<file path="src/rtl/core/idb_pkg.sv">
// ============================================================================
// idb_pkg
// Shared types and constants for the indexed deque buffer.
// ============================================================================
package idb_pkg;

    localparam int DEPTH      = 256;
    localparam int DATA_WIDTH = 32;
    localparam int ADDR_W     = $clog2(DEPTH);
    localparam int CNT_W      = ADDR_W + 1;

    localparam int OPCODE_W = 4;
    localparam int POS_W    = 9;
    localparam int ENDP_W   = 8;
    localparam int VALUE_W  = 32;
    localparam int LENGTH_W = 9;
    localparam int PUSHED_W = 8;

    typedef enum logic [OPCODE_W-1:0] {
        OP_PUSH_BACK  = 4'd0,
        OP_PUSH_FRONT = 4'd1,
        OP_POP_FRONT  = 4'd2,
        OP_POP_BACK   = 4'd3,
        OP_PEEK_FRONT = 4'd4,
        OP_PEEK_BACK  = 4'd5,
        OP_READ       = 4'd6,
        OP_WRITE      = 4'd7,
        OP_ERASE      = 4'd8,
        OP_TRUNCATE   = 4'd9
    } opcode_t;

    typedef enum logic [1:0] {
        ST_OK    = 2'd0,
        ST_EMPTY = 2'd1,
        ST_OOB   = 2'd2,
        ST_FULL  = 2'd3
    } status_t;

    typedef struct packed {
        logic [OPCODE_W-1:0] opcode;
        logic [POS_W-1:0]    position;
        logic [ENDP_W-1:0]   end_position;
        logic [VALUE_W-1:0]  value;
    } req_t;

    typedef struct packed {
        logic [VALUE_W-1:0]  data;
        logic [LENGTH_W-1:0] length;
        logic [PUSHED_W-1:0] pushed_index;
        status_t             status;
    } rsp_t;

    typedef struct packed {
        logic capture;
        logic exec;
        logic er_rd;
        logic er_wr;
        logic load_out;
    } cmd_t;

    typedef struct packed {
        logic erase_start;
        logic erase_more;
        logic out_free;
    } stat_t;

endpackage

</file>
<file path="src/rtl/core/idb_ctrl.sv">
// ============================================================================
// idb_ctrl
// Sequencer for request capture, execution, erase walk and response load.
// ============================================================================
module idb_ctrl (
    input  logic            clk,
    input  logic            rst_n,
    input  logic            req_valid,
    output logic            req_ready,
    input  idb_pkg::stat_t  stat,
    output idb_pkg::cmd_t   cmd
);

    typedef enum logic [2:0] {
        S_IDLE,
        S_EXEC,
        S_ER_RD,
        S_ER_WR,
        S_DONE
    } state_t;

    state_t state_reg, state_next;

    always_comb
    begin
        req_ready    = (state_reg == S_IDLE) || ((state_reg == S_DONE) && stat.out_free);
        cmd.capture  = req_valid && req_ready;
        cmd.exec     = (state_reg == S_EXEC);
        cmd.er_rd    = (state_reg == S_ER_RD);
        cmd.er_wr    = (state_reg == S_ER_WR);
        cmd.load_out = (state_reg == S_DONE) && stat.out_free;
        state_next   = state_reg;
        unique case (state_reg)
            S_IDLE:
            begin
                if (req_valid)
                begin
                    state_next = S_EXEC;
                end
            end
            S_EXEC:
            begin
                state_next = stat.erase_start ? S_ER_RD : S_DONE;
            end
            S_ER_RD:
            begin
                state_next = S_ER_WR;
            end
            S_ER_WR:
            begin
                state_next = stat.erase_more ? S_ER_RD : S_DONE;
            end
            S_DONE:
            begin
                if (stat.out_free)
                begin
                    state_next = req_valid ? S_EXEC : S_IDLE;
                end
            end
            default:
            begin
                state_next = S_IDLE;
            end
        endcase
    end

    always_ff @(posedge clk or negedge rst_n)
    begin
        if (!rst_n)
        begin
            state_reg <= S_IDLE;
        end
        else
        begin
            state_reg <= state_next;
        end
    end

`ifndef NO_ASSERTIONS
    a_exec_after_capture: assert property (@(posedge clk) disable iff (!rst_n)
        cmd.capture |=> cmd.exec)
        else $error("captured request not executed");
    a_rd_then_wr: assert property (@(posedge clk) disable iff (!rst_n)
        cmd.er_rd |=> cmd.er_wr)
        else $error("erase read not followed by write");
    a_one_cmd: assert property (@(posedge clk) disable iff (!rst_n)
        $onehot0({cmd.exec, cmd.er_rd, cmd.er_wr, cmd.load_out}))
        else $error("conflicting datapath commands");
`endif

endmodule

</file>
<file path="config.mk">
export PLATFORM = sky130hd
export DESIGN_NAME = idb_ctrl
export DESIGN_NICKNAME = d
export VERILOG_FILES = /design/src/rtl/core/idb_pkg.sv /design/src/rtl/core/idb_ctrl.sv
export SDC_FILE = /design/constraint.sdc
export NUM_CORES = 1
export LEC_CHECK = 0
export ABC_AREA = 1
export BUFFER_PORTS_ARGS = -buffer_cell sky130_fd_sc_hd__clkbuf_2
export CORE_AREA = 2 2 39 41
export CTS_CLUSTER_DIAMETER = 100
export DETAILED_ROUTE_END_ITERATION = 16
export DIE_AREA = 0 0 41 43
export GPL_ROUTABILITY_DRIVEN = 0
export PLACE_DENSITY_LB_ADDON = 0.08
export SYNTH_ARGS = -nofsm -noshare
export SYNTH_HDL_FRONTEND = slang
export SYNTH_SLANG_ARGS = --single-unit
</file>
<file path="constraint.sdc">
create_clock -name clk -period 1.7 [get_ports clk]
set_clock_uncertainty 0.05 [all_clocks]
set_input_delay 0.085 -clock clk [delete_from_list [all_inputs] [get_ports clk]]
set_output_delay 0.085 -clock clk [all_outputs]
set_load 0.005 [all_outputs]
</file>
==> results of run 1 <==
path summary, 6_finish.rpt:
check	to	slack, ps	depth (start not counted)
worst max-delay path	cmd[4]	350	4
worst min-delay path	state_reg[1]$_DFFE_PN0P_	100	3
worst max register to register	state_reg[0]$_DFFE_PN0P_	630	4
worst min register to register	state_reg[1]$_DFFE_PN0P_	610	2
max in group asynchronous	state_reg[0]$_DFFE_PN0P_	1360	2
min in group asynchronous	state_reg[1]$_DFFE_PN0P_	140	2
power by group:
part	switching, mW	total (mW)	internal (mW)
registers	0.0589	0.166	0.107
logic	0.146	0.253	0.107
clock network	0.0337	0.121	0.0877
total	0.238	0.541	0.302
worst max-delay path, delay by kind of cell, from the launching register on:
family	cells	cell delay [ps]
DFF	1	440
and+or+nand+nor	2	310
AOI/OAI and AO/OA	1	110
buffers and inverters	1	110
through the flow:
step	util	hold slack, ps	setup slack, ps	cells	total power, mW
final	0.230	99.8	353	64	0.541
after global routing	0.230	143	202	64	0.624
after CTS	0.230	104	339	64	0.554
after detailed placement	0.203	-169	592	59	0.425
after global placement	0.203	-166	604	59	0.425
after floorplan	-	-261	743	32	0.316
layout make-up:
type / instances / share of cell area
repair buffers: 12 / 0.205
clock buffers: 4 / 0.0827
multi-input cells: 20 / 0.307
inverters: 9 / 0.106
well taps: 16 / 0.0630
flip-flops and latches: 3 / 0.236
cell families after synthesis:
group | Yosys count | share of synthesized area
DFF | 3 | 0.364
buffers and inverters | 9 | 0.164
AOI/OAI and AO/OA | 2 | 0.0484
and+or+nand+nor | 18 | 0.424
per-layer routing:
| layer | track usage | part of all wire | vias up |
|---|---|---|---|
| li1 | - | - | 135 |
| met1 | 0.117 | 0.49 | 106 |
| met2 | 0.109 | 0.38 | 12 |
| met3 | 0.0157 | 0.099 | 2 |
| met4 | 0.0600 | 0.032 | 0 |
| met5 | 0 | 0 | - |
cells in the mapped netlist:
cell type | n | area (um2)
a21oi_1 | 1 | 5.00
dfrtp_1 | 3 | 75.1
inv_1 | 9 | 33.8
nand2_1 | 3 | 11.3
nand3_1 | 4 | 20.0
nand4_1 | 4 | 25.0
nor2_1 | 4 | 15.0
nor2_2 | 1 | 6.26
nor3_1 | 2 | 10.0
o21ai_1 | 1 | 5.00
==> summary.md, run 1 <==
| Metric | Value |
|---|---|
| # diodes | 0 |
| Crit path max-delay cell type | dfrtp_1 |
| Clk buf depth | 2 |
| Max VDD drop | 0.320 mV |
| Synthesized instance count | 32 |
| Max frequency | 0.743 GHz |
| Final hold vios | 0 |
| First-pass DRT Iterations | 3 |
| Initial Util | 0.149 |
| Slew Viols, Final | 0 |
| Die Height | 43 um |
| Final min period | 1350 ps |
| Largest register FFs | 3 |
| Number of global-route vias before repair | 248 |
| Flops & latches, synth | 3 |
| Setup Viol. Count Final | 0 |
| Cts hold-fix bufs | 1 |
| Dpl cell area | 282 um2 |
| DRT antenna net count | 0 |
| Slew headroom | 0.854 |
| Latest clock arrival within the worst-skew pair | 230 ps |
| Sequential area share after synthesis | 0.364 |
| Drt wl/cell | 8.38 um |
| Postcts setup bufs | 0 |
| Layout cell share with drive strength beyond 1 | 0.313 |
| Clk sinks | 3 |
| Worst slew pin tran | 219 ps |
| Die W | 41 um |
| Row cnt | 14 |
| Yosys warns | 0 |
| Vias | 255 |
| Synth cell types | 10 |
| Critical path capture point type | primary output |
| Critical path's largest stage delay | 440 ps |
| CTS buffer count | 3 |
| Initial drt markers | 3 |
| Area delta synth->final | 53.9% |
| Residual DRC | 0 |
| TritonCTS clock tree | done |
| Post-DP HPWL | 439 um |
| Max cap viols | 0 |
| Antenna violations before repair | 0 |
| Resize count post-CTS | 0 |
| Crit Path Class | register to primary output |
| Required time worst endpoint | 1560 ps |
| Hold/Removal Path Class | input port to register |
| Seq. cell area | 75.1 um2 |
| Largest net degree at the start of global routing | 8 |
| Critical Path AT | 1210 ps |
| WL final | 536 um |
| Die area | 1760 um2 |
| CTS clk-pin slew, worst paths | 30 ps |
| Most common cell after layout, fill and taps aside | clkbuf_2 |
| Setup TNS | 0 ps |
| GRT overflow | 0 |
| Power per Cell Area | 1700 nW/um2 |
| Multi-input logic area | 97.6 um2 |
| Final instance area | 318 um2 |
| I/O pins | 12 |
| Via density | 3.98 |
| I/O Buffers | 11 |
| Fin nets | 55 |
| Crit share post-route | 0.792 |
| Status | finished, final reports clean |
| RSZ-0062 raised after global routing | false |
| Reg2reg start | state_reg[0]$_DFFE_PN0P_ |
| Static leakage | 0.191 nW |
| Cell area after synthesis | 206 um2 |
| Overall Global Routing Usage | 0.0836 |
| Hold_sp | stat[2] |
| Worst path cell trace | nor2_2 -> o21ai_1 -> nor2_1 -> clkbuf_2 |
| Core ar. | 1380 um2 |
| Syn Area/Cell | 6.45 um2 |
| Fill cells | 162 |
| Startpoint type of the worst setup path | register |
| Clock root buffer master | clkbuf_4 |
| First-pass GRT wire length | 972 um |
| H-Tree Level Count | 1 |
| Commonest non-fill, non-tap cells in the layout | 11 x clkbuf_2, 9 x inv_1, 4 x nor2_1, 4 x nand4_1, 4 x nand3_1 |
| Worst Setup SP | state_reg[0]$_DFFE_PN0P_ |
| Synth Net Count | 38 |
| Top fanout value on the critical path | 7 |
Power figures use the tool's default switching activity.
==> run 2: changes to the inputs <==
clock period = 1.2 ns   (was 1.7 ns; I/O delays follow)
==> summary.md, run 2 (synthesized netlist as in run 1, its figures left out) <==
| Metric | Value |
|---|---|
| Status | finished, final reports clean (unchanged) |
| First-pass DRT Iterations | 4 (was 3) |
| Residual DRC | 0 (unchanged) |
| H-Tree Level Count | 1 (unchanged) |
| Slew Viols, Final | 0 (unchanged) |
| Final min period | 1190 ps |
| CTS buffer count | 3 (unchanged) |
| Drt wl/cell | 8.44 um (was 8.38 um) |
| Clk buf depth | 2 (unchanged) |
| Critical path capture point type | primary output (unchanged) |
| Final total power | 866 uW (was 541 uW) |
| Antenna violations before repair | 0 (unchanged) |
| # diodes | 0 (unchanged) |
| Dpl cell area | 282 um2 (unchanged) |
| Most common cell after layout, fill and taps aside | clkbuf_2 (unchanged) |
| RSZ-0062 raised after global routing | true (was false) |
| Die Height | 43 um (unchanged) |
| Static leakage | 0.200 nW (was 0.191 nW) |
| Overall Global Routing Usage | 0.0795 (was 0.0836) |
| Seq. cell area | 78.8 um2 (was 75.1 um2) |
| Worst path bufs/invs | 1 (unchanged) |
| Vias | 275 (was 255) |
| Area delta synth->final | 67.3% (was 53.9%) |
| Largest net degree at the start of global routing | 7 (was 8) |
| Max VDD drop | 0.567 mV (was 0.320 mV) |
| Worst hold slack | 74.6 ps (was 99.8 ps) |
| GRT overflow | 0 (unchanged) |
| Multi-input logic area | 106 um2 (was 97.6 um2) |
| Final worst slack | 14.8 ps (was 353 ps) |
| Core ar. | 1380 um2 (unchanged) |
| CP top delay family | flip-flops (unchanged) |
| CTS clk-pin slew, worst paths | 30 ps (about the same) |
| Clock root buffer master | clkbuf_4 (unchanged) |
| TritonCTS clock tree | done (unchanged) |
| Top fanout value on the critical path | 6 (was 7) |
| Setup Viol. Count Final | 0 (unchanged) |
| Crit Path Class | register to primary output (unchanged) |
| WL final | 557 um (was 536 um) |
| Via density | 4.17 (was 3.98) |
| Critical path's largest stage delay | 440 ps (about the same) |
| Fin nets | 57 (was 55) |
| Worst slack at placement | 115 ps (was 592 ps) |
| Hold/Removal Path Class | input port to register (unchanged) |
| Final hold vios | 0 (unchanged) |
| Row cnt | 14 (unchanged) |
| Slew headroom | 0.896 (was 0.854) |
| I/O Buffers | 11 (unchanged) |
| First-pass GRT wire length | 945 um (was 972 um) |
| DRT antenna net count | 0 (unchanged) |
| Crit share post-route | 0.988 |
| Post-DP HPWL | 442 um (was 439 um) |
| Final instance area | 345 um2 (was 318 um2) |
| Crit path max-delay cell type | dfrtp_2 (was dfrtp_1) |
| Commonest non-fill, non-tap cells in the layout | 9 x clkbuf_2, 8 x inv_1, 4 x nor2_1, 4 x nand4_1, 4 x nand3_1 (was 11 x clkbuf_2, 9 x inv_1, 4 x nor2_1, 4 x nand4_1, 4 x nand3_1) |
| Required time worst endpoint | 1090 ps (was 1560 ps) |
| Worst slew pin tran | 155 ps (was 219 ps) |
| Max cap viols | 0 (unchanged) |
| Max frequency | 0.844 GHz |
| Clk sinks | 3 (unchanged) |
| Initial Util | 0.149 (unchanged) |
| Die W | 41 um (unchanged) |
| Number of global-route vias before repair | 258 (was 248) |
| Worst path cell trace | nor2_4 -> o21ai_2 -> nor2_1 -> buf_2 (was nor2_2 -> o21ai_1 -> nor2_1 -> clkbuf_2) |
| Initial drt markers | 4 (was 3) |
| Die area | 1760 um2 (unchanged) |
| Critical Path AT | 1080 ps (was 1210 ps) |
| I/O pins | 12 (unchanged) |
| Layout cell share with drive strength beyond 1 | 0.440 (was 0.313) |
| Latest clock arrival within the worst-skew pair | 230 ps (about the same) |
| Fill cells | 162 (unchanged) |
| Largest register FFs | 3 (unchanged) |
| Power per Cell Area | 2510 nW/um2 (was 1700 nW/um2) |
| Setup TNS | 0 ps (unchanged) |
| Startpoint type of the worst setup path | register (unchanged) |
[run 2: worst min-delay path, cell delays in order]
cell and delay (ps):
clkbuf_2 90, nand4_1 90, nand3_1 70
[run 2: area by class of cell]
cell class / instances / area share
sequential: 3 / 0.228
clock buffer: 4 / 0.0761
multi-input combinational: 20 / 0.308
inverter: 9 / 0.0978
tap: 16 / 0.0580
timing repair buffer: 14 / 0.232
[run 2: final timing paths]
kind / depth (start not counted) / end / slack [ps] / from
worst min-delay path: 3 / state_reg[1]$_DFFE_PN0P_ / 70 / stat[2]
max in group asynchronous: 2 / state_reg[2]$_DFFE_PN0P_ / 870 / rst_n
worst max register to register: 5 / state_reg[0]$_DFFE_PN0P_ / 130 / state_reg[0]$_DFFE_PN0P_
min in group asynchronous: 2 / state_reg[0]$_DFFE_PN0P_ / 120 / rst_n
worst max-delay path: 4 / cmd[4] / 10 / state_reg[0]$_DFFE_PN0P_
worst min register to register: 2 / state_reg[1]$_DFFE_PN0P_ / 570 / state_reg[1]$_DFFE_PN0P_
[run 2: power breakdown]
| group | switching (mW) | leakage [nW] | internal, mW |
|---|---|---|---|
| combinational | 0.227 | 0.151 | 0.210 |
| sequential | 0.0973 | 0.0341 | 0.162 |
| clock | 0.0458 | 0.0150 | 0.124 |
| total | 0.370 | 0.200 | 0.496 |
[run 2: timing repair]
| action | in CTS | in global routing |
|---|---|---|
| buffers inserted | 2 | 0 |
| resized for setup | 6 | 2 |
| pin swaps | 1 | 1 |
| endpoints found under the hold margin | 3 | 0 |
| setup endpoints to repair | 4 | 4 |
| hold buffers | 1 | 0 |
[run 2: per-layer routing]
metal | global-route usage | part of all wire | vias to the layer above
li1 | - | - | 139
met1 | 0.104 | 0.49 | 126
met2 | 0.109 | 0.44 | 10
met3 | 0.0157 | 0.072 | 0
met4 | 0.0600 | 0 | 0
met5 | 0 | 0 | -
[run 2: stage by stage]
stage | utilization | std cells
final | 0.250 | 66
after global placement | 0.203 | 59
after CTS | 0.250 | 66
after global routing | 0.250 | 66
after detailed placement | 0.203 | 59
after floorplan | - | 32
